`src/hdl/ssag_pkg.sv`:
```
`default_nettype none
// ----------------------------------------------------------------------------
// ssag_pkg: shared types and constants for the strided slice address generator
// Holds the configuration register codes, the controller state type, the
// command and status bundles, and the packed-field helper.
// ----------------------------------------------------------------------------
package ssag_pkg;

    // Layout of the packed configuration words.
    localparam int PACKED_FIELDS = 4;
    localparam int FIELD_W       = 16;
    localparam int CFG_DATA_W    = 64;
    localparam int CFG_IDX_W     = 3;
    localparam int RANK_W        = 3;
    localparam int OUT_INDEX_W   = 32;

    // Configuration register indexes.
    typedef enum logic [CFG_IDX_W-1:0] {
        REG_RANK        = 3'd0,
        REG_IN_DIMS     = 3'd1,
        REG_OUT_DIMS    = 3'd2,
        REG_BEGIN_LIST  = 3'd3,
        REG_STRIDE_LIST = 3'd4
    } cfg_reg_t;

    // Controller states.
    typedef enum logic [1:0] {
        ST_IDLE,
        ST_MUL,
        ST_ACC,
        ST_FIN
    } state_t;

    // Commands from the controller to the datapath.
    typedef struct packed {
        logic start;
        logic mul;
        logic acc;
        logic load;
    } cmd_t;

    // Status from the datapath to the controller.
    typedef struct packed {
        logic empty;
        logic dim_last;
    } sts_t;

    // Extract packed field idx, where field zero sits in the top bits.
    function automatic logic [FIELD_W-1:0] field_get(
        input logic [CFG_DATA_W-1:0] packed_word,
        input logic [1:0]            idx
    );
        logic [FIELD_W-1:0] f;
        case (idx)
            2'd0:    f = packed_word[63:48];
            2'd1:    f = packed_word[47:32];
            2'd2:    f = packed_word[31:16];
            default: f = packed_word[15:0];
        endcase
        return f;
    endfunction

endpackage
`default_nettype wire

```
`src/hdl/ssag_ctrl.sv`:
```
`default_nettype none
// ----------------------------------------------------------------------------
// ssag_ctrl: sequencing controller
// Walks one request through the per-dimension multiply and accumulate steps
// and owns the valid flag of the result register.
// ----------------------------------------------------------------------------
module ssag_ctrl (
    input  wire logic           clk,
    input  wire logic           rst_n,
    input  wire logic           in_valid,
    output logic                in_ready,
    output logic                out_valid,
    input  wire logic           out_ready,
    input  wire ssag_pkg::sts_t sts,
    output ssag_pkg::cmd_t      cmd
);
    import ssag_pkg::*;

    state_t state_reg;
    state_t state_next;
    logic   out_valid_reg;
    logic   out_valid_next;
    logic   slot_free;

    // The result register can take a new result when empty or being drained.
    assign slot_free = !out_valid_reg || out_ready;

    // State register.
    always_ff @(posedge clk or negedge rst_n)
    begin
        if (!rst_n)
        begin
            state_reg     <= ST_IDLE;
            out_valid_reg <= 1'b0;
        end
        else
        begin
            state_reg     <= state_next;
            out_valid_reg <= out_valid_next;
        end
    end

    // Next-state logic.
    always_comb
    begin
        state_next = state_reg;
        unique case (state_reg)
            ST_IDLE:
            begin
                if (in_valid)
                    state_next = ST_MUL;
            end
            ST_MUL:
            begin
                if (sts.empty)
                    state_next = ST_FIN;
                else
                    state_next = ST_ACC;
            end
            ST_ACC:
            begin
                if (sts.dim_last)
                    state_next = ST_FIN;
                else
                    state_next = ST_MUL;
            end
            ST_FIN:
            begin
                if (slot_free)
                    state_next = ST_IDLE;
            end
            default:
            begin
                state_next = ST_IDLE;
            end
        endcase
    end

    // Output logic.
    always_comb
    begin
        in_ready  = 1'b0;
        cmd       = '0;
        unique case (state_reg)
            ST_IDLE:
            begin
                in_ready  = 1'b1;
                cmd.start = in_valid;
            end
            ST_MUL:
            begin
                cmd.mul = 1'b1;
            end
            ST_ACC:
            begin
                cmd.acc = 1'b1;
            end
            ST_FIN:
            begin
                cmd.load = slot_free;
            end
            default:
            begin
                in_ready = 1'b0;
            end
        endcase
    end

    // Result valid flag: set on load, cleared when the result is taken.
    always_comb
    begin
        if (cmd.load)
            out_valid_next = 1'b1;
        else if (out_ready)
            out_valid_next = 1'b0;
        else
            out_valid_next = out_valid_reg;
    end

    assign out_valid = out_valid_reg;

endmodule
`default_nettype wire

```
`src/hdl/ssag_datapath.sv`:
```
`default_nettype none
// ----------------------------------------------------------------------------
// ssag_datapath: configuration, odometer and index arithmetic
// Holds the configuration registers and output coordinates, folds one
// dimension at a time into the source and destination indices with a
// multiply step and an accumulate step, and keeps the registered result.
// ----------------------------------------------------------------------------
module ssag_datapath #(
    parameter int MAX_RANK   = 4,
    parameter int DIM_BITS   = 16,
    parameter int INDEX_BITS = 32
) (
    input  wire logic                              clk,
    input  wire logic                              rst_n,
    input  wire logic                              cfg_we,
    input  wire logic [ssag_pkg::CFG_IDX_W-1:0]    cfg_index,
    input  wire logic [ssag_pkg::CFG_DATA_W-1:0]   cfg_data,
    input  wire logic                              restart,
    input  wire ssag_pkg::cmd_t                    cmd,
    output ssag_pkg::sts_t                         sts,
    output logic [ssag_pkg::OUT_INDEX_W-1:0]       source_index,
    output logic [ssag_pkg::OUT_INDEX_W-1:0]       dest_index,
    output logic                                   last,
    output logic                                   out_of_range
);
    import ssag_pkg::*;

    localparam int RANK_LIM  = (MAX_RANK < PACKED_FIELDS) ? MAX_RANK : PACKED_FIELDS;
    localparam int DIM_IDX_W = (RANK_LIM > 1) ? $clog2(RANK_LIM) : 1;
    localparam int IDX_W     = (INDEX_BITS < OUT_INDEX_W) ? INDEX_BITS : OUT_INDEX_W;
    localparam int PROD_W    = FIELD_W + DIM_BITS + 1;
    localparam int X_W       = PROD_W + 1;
    localparam int BN_W      = FIELD_W + 2;

    // Configuration registers.
    logic [RANK_W-1:0]     rank_reg;
    logic [CFG_DATA_W-1:0] in_dims_reg;
    logic [CFG_DATA_W-1:0] out_dims_reg;
    logic [CFG_DATA_W-1:0] begin_list_reg;
    logic [CFG_DATA_W-1:0] stride_list_reg;

    // Odometer and iteration state.
    logic [DIM_BITS-1:0]  coord_reg  [RANK_LIM];
    logic [DIM_BITS-1:0]  coord_next [RANK_LIM];
    logic [DIM_IDX_W-1:0] dim_reg;
    logic [IDX_W-1:0]     src_reg;
    logic [IDX_W-1:0]     dst_reg;
    logic                 oor_reg;
    logic [IDX_W-1:0]     src_mul_reg;
    logic [IDX_W-1:0]     dst_mul_reg;
    logic signed [PROD_W-1:0] prod_reg;
    logic signed [BN_W-1:0]   bn_reg;

    // Result register payload.
    logic [OUT_INDEX_W-1:0] source_index_reg;
    logic [OUT_INDEX_W-1:0] dest_index_reg;
    logic                   last_reg;
    logic                   out_of_range_reg;

    // Per-dimension combinational values.
    logic [RANK_W-1:0]    rank_eff;
    logic [DIM_IDX_W-1:0] last_dim;
    logic [DIM_BITS-1:0]  osz_all [RANK_LIM];
    logic [RANK_LIM-1:0]  at_end;
    logic [RANK_LIM-1:0]  in_use;
    logic                 empty;
    logic                 last_all;
    logic [DIM_BITS-1:0]  isz;
    logic [DIM_BITS-1:0]  osz;
    logic [DIM_BITS-1:0]  y;
    logic signed [FIELD_W-1:0] st;
    logic signed [FIELD_W-1:0] bgn;
    logic signed [BN_W-1:0]    isz_s;
    logic signed [BN_W-1:0]    b_wrap;
    logic signed [BN_W-1:0]    lo;
    logic signed [BN_W-1:0]    hi;
    logic signed [BN_W-1:0]    bn_next;
    logic signed [PROD_W-1:0]  prod_next;
    logic signed [X_W-1:0]     x;
    logic                      oor_dim;
    logic                      carry;

    // Configuration writes; codes past the list are ignored.
    always_ff @(posedge clk or negedge rst_n)
    begin
        if (!rst_n)
        begin
            rank_reg        <= RANK_W'(1);
            in_dims_reg     <= '0;
            out_dims_reg    <= '0;
            begin_list_reg  <= '0;
            stride_list_reg <= '0;
        end
        else if (cfg_we)
        begin
            unique case (cfg_index)
                REG_RANK:        rank_reg        <= cfg_data[RANK_W-1:0];
                REG_IN_DIMS:     in_dims_reg     <= cfg_data;
                REG_OUT_DIMS:    out_dims_reg    <= cfg_data;
                REG_BEGIN_LIST:  begin_list_reg  <= cfg_data;
                REG_STRIDE_LIST: stride_list_reg <= cfg_data;
                default:         rank_reg        <= rank_reg;
            endcase
        end
    end

    // Effective rank: zero acts as one, large values saturate.
    always_comb
    begin
        if (rank_reg == '0)
            rank_eff = RANK_W'(1);
        else if (rank_reg > RANK_W'(RANK_LIM))
            rank_eff = RANK_W'(RANK_LIM);
        else
            rank_eff = rank_reg;
    end

    assign last_dim = DIM_IDX_W'(rank_eff - RANK_W'(1));

    // Output sizes, end-of-dimension flags, empty and last detection.
    always_comb
    begin
        empty    = 1'b0;
        last_all = 1'b1;
        for (int d = 0; d < RANK_LIM; d++)
        begin
            osz_all[d] = DIM_BITS'(field_get(out_dims_reg, 2'(d)));
            in_use[d]  = RANK_W'(d) < rank_eff;
            at_end[d]  = ({1'b0, coord_reg[d]} + (DIM_BITS+1)'(1)) >= {1'b0, osz_all[d]};
            if (in_use[d] && (osz_all[d] == '0))
                empty = 1'b1;
            if (in_use[d] && !at_end[d])
                last_all = 1'b0;
        end
    end

    // Odometer advance, innermost dimension first.
    always_comb
    begin
        carry = 1'b1;
        for (int d = RANK_LIM - 1; d >= 0; d--)
        begin
            coord_next[d] = coord_reg[d];
            if (empty)
            begin
                coord_next[d] = '0;
            end
            else if (in_use[d] && carry)
            begin
                if (at_end[d])
                begin
                    coord_next[d] = '0;
                end
                else
                begin
                    coord_next[d] = coord_reg[d] + DIM_BITS'(1);
                    carry         = 1'b0;
                end
            end
        end
    end

    // Values of the dimension being folded in.
    assign isz = DIM_BITS'(field_get(in_dims_reg, 2'(dim_reg)));
    assign osz = DIM_BITS'(field_get(out_dims_reg, 2'(dim_reg)));
    assign st  = $signed(field_get(stride_list_reg, 2'(dim_reg)));
    assign bgn = $signed(field_get(begin_list_reg, 2'(dim_reg)));
    assign y   = coord_reg[dim_reg];

    // Begin normalization: wrap a negative begin, then clamp by stride sign.
    always_comb
    begin
        isz_s  = $signed({2'b00, FIELD_W'(isz)});
        b_wrap = BN_W'(bgn);
        if (bgn < 0)
            b_wrap = BN_W'(bgn) + isz_s;
        lo = (st < 0) ? -BN_W'(1) : '0;
        hi = (st < 0) ? (isz_s - BN_W'(1)) : isz_s;
        bn_next = b_wrap;
        if (bn_next < lo)
            bn_next = lo;
        if (bn_next > hi)
            bn_next = hi;
    end

    // Stride times coordinate.
    assign prod_next = st * $signed({1'b0, y});

    // Source coordinate and its range check.
    assign x       = X_W'(bn_reg) + X_W'(prod_reg);
    assign oor_dim = x[X_W-1] || (x[X_W-2:0] >= (X_W-1)'(isz));

    // Iteration registers.
    always_ff @(posedge clk or negedge rst_n)
    begin
        if (!rst_n)
        begin
            dim_reg <= '0;
            oor_reg <= 1'b0;
            for (int d = 0; d < RANK_LIM; d++)
                coord_reg[d] <= '0;
        end
        else if (cmd.start)
        begin
            dim_reg <= '0;
            oor_reg <= 1'b0;
            if (restart)
                for (int d = 0; d < RANK_LIM; d++)
                    coord_reg[d] <= '0;
        end
        else if (cmd.acc)
        begin
            dim_reg <= dim_reg + DIM_IDX_W'(1);
            if (oor_dim)
                oor_reg <= 1'b1;
        end
        else if (cmd.load)
        begin
            for (int d = 0; d < RANK_LIM; d++)
                coord_reg[d] <= coord_next[d];
        end
    end

    // Index accumulators and multiplier pipeline registers.
    always_ff @(posedge clk)
    begin
        if (cmd.start)
        begin
            src_reg <= '0;
            dst_reg <= '0;
        end
        else if (cmd.mul)
        begin
            src_mul_reg <= src_reg * IDX_W'(isz);
            dst_mul_reg <= dst_reg * IDX_W'(osz);
            prod_reg    <= prod_next;
            bn_reg      <= bn_next;
        end
        else if (cmd.acc)
        begin
            if (!oor_dim)
                src_reg <= src_mul_reg + IDX_W'(x[X_W-2:0]);
            dst_reg <= dst_mul_reg + IDX_W'(y);
        end
    end

    // Result register.
    always_ff @(posedge clk)
    begin
        if (cmd.load)
        begin
            if (empty)
            begin
                source_index_reg <= '0;
                dest_index_reg   <= '0;
                last_reg         <= 1'b1;
                out_of_range_reg <= 1'b1;
            end
            else
            begin
                source_index_reg <= oor_reg ? '0 : OUT_INDEX_W'(src_reg);
                dest_index_reg   <= OUT_INDEX_W'(dst_reg);
                last_reg         <= last_all;
                out_of_range_reg <= oor_reg;
            end
        end
    end

    assign sts.empty    = empty;
    assign sts.dim_last = (dim_reg == last_dim);

    assign source_index = source_index_reg;
    assign dest_index   = dest_index_reg;
    assign last         = last_reg;
    assign out_of_range = out_of_range_reg;

endmodule
`default_nettype wire

```
`src/hdl/strided_slice_address_gen.sv`:
```
`default_nettype none
// ----------------------------------------------------------------------------
// strided_slice_address_gen: strided slice address generator
// Produces, for each request, the source and destination linear indices of
// the next element of a strided slice of a row-major tensor of up to four
// dimensions, with last and out-of-range flags.
// ----------------------------------------------------------------------------
//  Channel  Direction  Handshake            Payload
//  cfg      in         cfg_valid/cfg_ready  cfg_index, cfg_data
//  in       in         in_valid/in_ready    restart
//  out      out        out_valid/out_ready  source_index, dest_index, last,
//                                           out_of_range
//
// A request takes one multiply step and one accumulate step per dimension
// in use, between its accept step and its result-load step; an empty output
// tensor goes from its single multiply step straight to the load step.
// The input is not ready again until the request in work loads its result.
// Reset clears the configuration to its defaults and the coordinates to zero.
// A stalled result stays in the output register; the next request is
// accepted meanwhile and waits at its load cycle until the register frees.
// Configuration writes are always accepted.
// ----------------------------------------------------------------------------
module strided_slice_address_gen #(
    parameter int MAX_RANK   = 4,
    parameter int DIM_BITS   = 16,
    parameter int INDEX_BITS = 32
) (
    input  wire logic                             clk,
    input  wire logic                             rst_n,
    input  wire logic                             cfg_valid,
    output logic                                  cfg_ready,
    input  wire logic [ssag_pkg::CFG_IDX_W-1:0]   cfg_index,
    input  wire logic [ssag_pkg::CFG_DATA_W-1:0]  cfg_data,
    input  wire logic                             in_valid,
    output logic                                  in_ready,
    input  wire logic                             restart,
    output logic                                  out_valid,
    input  wire logic                             out_ready,
    output logic [ssag_pkg::OUT_INDEX_W-1:0]      source_index,
    output logic [ssag_pkg::OUT_INDEX_W-1:0]      dest_index,
    output logic                                  last,
    output logic                                  out_of_range
);
    import ssag_pkg::*;

    cmd_t cmd;
    sts_t sts;

    // Configuration port never stalls.
    assign cfg_ready = 1'b1;

    // Controller.
    ssag_ctrl u_ctrl (
        .clk       (clk),
        .rst_n     (rst_n),
        .in_valid  (in_valid),
        .in_ready  (in_ready),
        .out_valid (out_valid),
        .out_ready (out_ready),
        .sts       (sts),
        .cmd       (cmd)
    );

    // Datapath.
    ssag_datapath #(
        .MAX_RANK   (MAX_RANK),
        .DIM_BITS   (DIM_BITS),
        .INDEX_BITS (INDEX_BITS)
    ) u_datapath (
        .clk          (clk),
        .rst_n        (rst_n),
        .cfg_we       (cfg_valid && cfg_ready),
        .cfg_index    (cfg_index),
        .cfg_data     (cfg_data),
        .restart      (restart),
        .cmd          (cmd),
        .sts          (sts),
        .source_index (source_index),
        .dest_index   (dest_index),
        .last         (last),
        .out_of_range (out_of_range)
    );

endmodule
`default_nettype wire

```
`config.mk`:
```
export PLATFORM = sky130hd
export DESIGN_NAME = strided_slice_address_gen
export DESIGN_NICKNAME = d
export VERILOG_FILES = /design/src/hdl/ssag_pkg.sv /design/src/hdl/ssag_ctrl.sv /design/src/hdl/ssag_datapath.sv /design/src/hdl/strided_slice_address_gen.sv
export SDC_FILE = /design/constraint.sdc
export NUM_CORES = 2
export LEC_CHECK = 0
export BUFFER_PORTS_ARGS = -buffer_cell sky130_fd_sc_hd__buf_4
export CAP_MARGIN = 0
export CORE_AREA = 2 2 483 245
export CTS_CLUSTER_DIAMETER = 120
export DETAILED_ROUTE_END_ITERATION = 7
export DIE_AREA = 0 0 485 247
export PLACE_DENSITY = 0.69
export SETUP_SLACK_MARGIN = 0.02
export SYNTH_ARGS = -nofsm -noshare
export SYNTH_HDL_FRONTEND = slang
export SYNTH_HIERARCHICAL = 1
export SYNTH_SLANG_ARGS = --single-unit
```
`constraint.sdc`:
```
create_clock -name clk -period 19.7 [get_ports clk]
set_input_delay 1.97 -clock clk [delete_from_list [all_inputs] [get_ports clk]]
set_output_delay 1.97 -clock clk [all_outputs]
set_load 0.02 [all_outputs]
```
==> flow_summary.yaml <==
run_status:
  status: "finished, violations left"
  violations: "DRC"
die:
  start_util: 0.5431
  die_h_um: 247
  ios: 142
  die-area_um2: 119800
  core_um2: 116400
  row_count: 89
  floorplan.die.width_um: 485
sta:
  setup_viol: 0
  fmax_mhz: 98.24
  drv_slew: 0
  worst_slew_pin_slew_ns: 1.403
  relSlewSlack: 0.06434
  period_needed_ns: 10.18
  setup-tns-final_ns: 0
  fin_crit_sh: 0.5167
  skew_ns: 0.08407
  finalHoldViolCount: 0
  rsz0062_at_grt: "false"
yosys:
  synth_edf_count: 181
  syn_area_per_cell_um2: 9.535
  ys_ff_latch: 574
  synth_nets: 7981
  syn-instance-count: 6628
  synth_cell_types: 91
  synth_top_cell_area_share: 0.2553
  synth_largest_area_cell: "fa_1"
  synth-main-ff-cell: "dfrtp_1"
  synth.area.top_cells: "fa_1 26%, dfrtp_1 13%, ha_1 9.4%"
  ys_seq_area_frac: 0.2366
  yosys_warnings: 6
  syn_area_um2: 63200
  synthArstFlopShare: 0.5732
detailed_routing:
  dr.pass1.iters: 8
  wl_per_cell_um: 24.87
  viasPerCell: 6.005
  wirelength_um: 204900
  ant_nets: 0
  route.detailed.drc: 68
  vias: 49472
  dr.first_iter.drc_count: 5832
cells_and_area:
  fillers: 9917
  syn2layout_area_growth_pct: 7.900
  num-nets-final: 7986
  register_area_um2: 14950
  drive_gt1_frac: 0.09922
  final_cell_mix: "982 x inv_1, 893 x nand2_1, 806 x fa_1"
  multi_input_area_um2: 43690
  final_common_cell: "inv_1"
global_routing:
  antenna_found_initial: 13
  first_global_vias: 49123
  grt_overflow: 0
  grt_pass1_wl_um: 310700
  grt_max_degree: 132
  grt_usage: 0.3470
critical_path:
  required_ns: 20.11
  worstSetupPathType: "register to register"
  critPathMaxStageDelay_ns: 1.06
  cp_max_fo: 64
  cpMaxStageDelayCell: "a222oi_1"
  cp_common_cell: "fa_1"
  crit_path_end_kind: "register"
  start_kind: "register"
  cp.arrival_ns: 10.59
clocking:
  postCtsSetupRepairBufs: 0
  cts_tree: "built"
  htree_levels: 2
  cts_resized: 0
  holdBufCountCts: 0
  cts.sinks: 574
  cts_buffers: 58
  root_buffer: "clkbuf_16"
  clk_pin_slew_worst_paths_ns: 0.07
  clock_path_buffers: 3
  clock_latency_ns: 0.73
place:
  dpl.hpwl_um: 158800
  io_buffer_count: 140
  gp_congestion: 1.130
run:
  drv_cap: 0
min_path:
  min_path_type: "register to register"
[cell families (layout without fill, tap and decap cells)]
group                    Yosys count  count (layout)  share of synthesized area
AND/OR/NAND/NOR                 1999            1999                     0.1487
buffers and inverters           1288            1342                    0.07708
adder cells (fa/ha/maj)         1280            1280                     0.3492
AO/OA/AOI/OAI                    882             882                    0.09337
flip-flops                       574             574                     0.2366
multiplexers                     305             305                    0.05364
XOR/XNOR                         299             299                    0.04144
other                              1              10                 0.00005934
[worst max-delay path: cells and delay by family, from the launching register on]
family | cells | cell delay (ns)
buffers and inverters | 8 | 1.45
multiplexers | 1 | 0.14
adder cells (fa/ha/maj) | 8 | 3.46
flip-flops | 1 | 0.35
XOR/XNOR | 1 | 0.16
AND/OR/NAND/NOR | 4 | 1.09
AO/OA/AOI/OAI | 8 | 3.13
[through the flow]
step / cells / instance area [µm²] / hold WS (ns) / util / setup WS [ns]
CTS: 8229 / 68170 / 0.5055 / 0.5858 / 9.833
global route: 8232 / 68170 / 0.5178 / 0.5858 / 9.126
floorplan: 6628 / 63200 / 0.4498 / - / 10.49
detailed placement: 8120 / 66140 / 0.4936 / 0.5683 / 9.923
finish: 8238 / 68190 / 0.5035 / 0.5860 / 9.521
global placement: 8120 / 66140 / 0.4657 / 0.5683 / 10.09
[cells in the mapped netlist (45+ instances only)]
library cell,n
nand4_1,45
xor2_1,91
nand3_1,101
fa_1,806
inv_1,983
dfxtp_1,64
o21a_1,55
and2_1,351
xnor2_1,208
dfrtp_1,328
o21ai_0,191
nor2_1,317
mux2_2,219
clkbuf_1,268
a222oi_1,60
a21oi_1,218
nor2b_1,50
a21o_1,99
and3_1,64
ha_1,474
edfxtp_1,181
nand2_1,893
mux2i_1,81
[layer usage]
layer	track usage	wire (µm)
met4	0.05570	3034
met1	0.5322	92490
met2	0.4150	71980
met3	0.1946	37170
met5	0.006441	237
[worst paths after layout]
check                                             endpoint  depth (start not counted)  slack [ns]                    from
worst min register to register      u_datapath/src_reg[13]                          2        0.50  u_datapath/src_reg[13]
worst min-delay path                u_datapath/src_reg[13]                          2        0.50  u_datapath/src_reg[13]
worst max register to register  u_datapath/dst_mul_reg[30]                         30        9.52   u_datapath/dim_reg[0]
min in group asynchronous         u_datapath/coord_reg[61]                          1        1.34                   rst_n
max in group asynchronous               u_datapath/oor_reg                          2       16.50                   rst_n
worst max-delay path            u_datapath/dst_mul_reg[30]                         30        9.52   u_datapath/dim_reg[0]
[area by class of cell]
type	count	area share
antenna	9	0.0003303
clock buffer	80	0.02521
clock inverter	29	0.004532
inverter	988	0.05442
multi-input combinational	4766	0.6408
sequential	574	0.2193
tap	1547	0.02839
timing repair buffer	245	0.02708
Power is not shown: default switching activity piles up to over one toggle a cycle in this logic, so the estimate is an artifact.
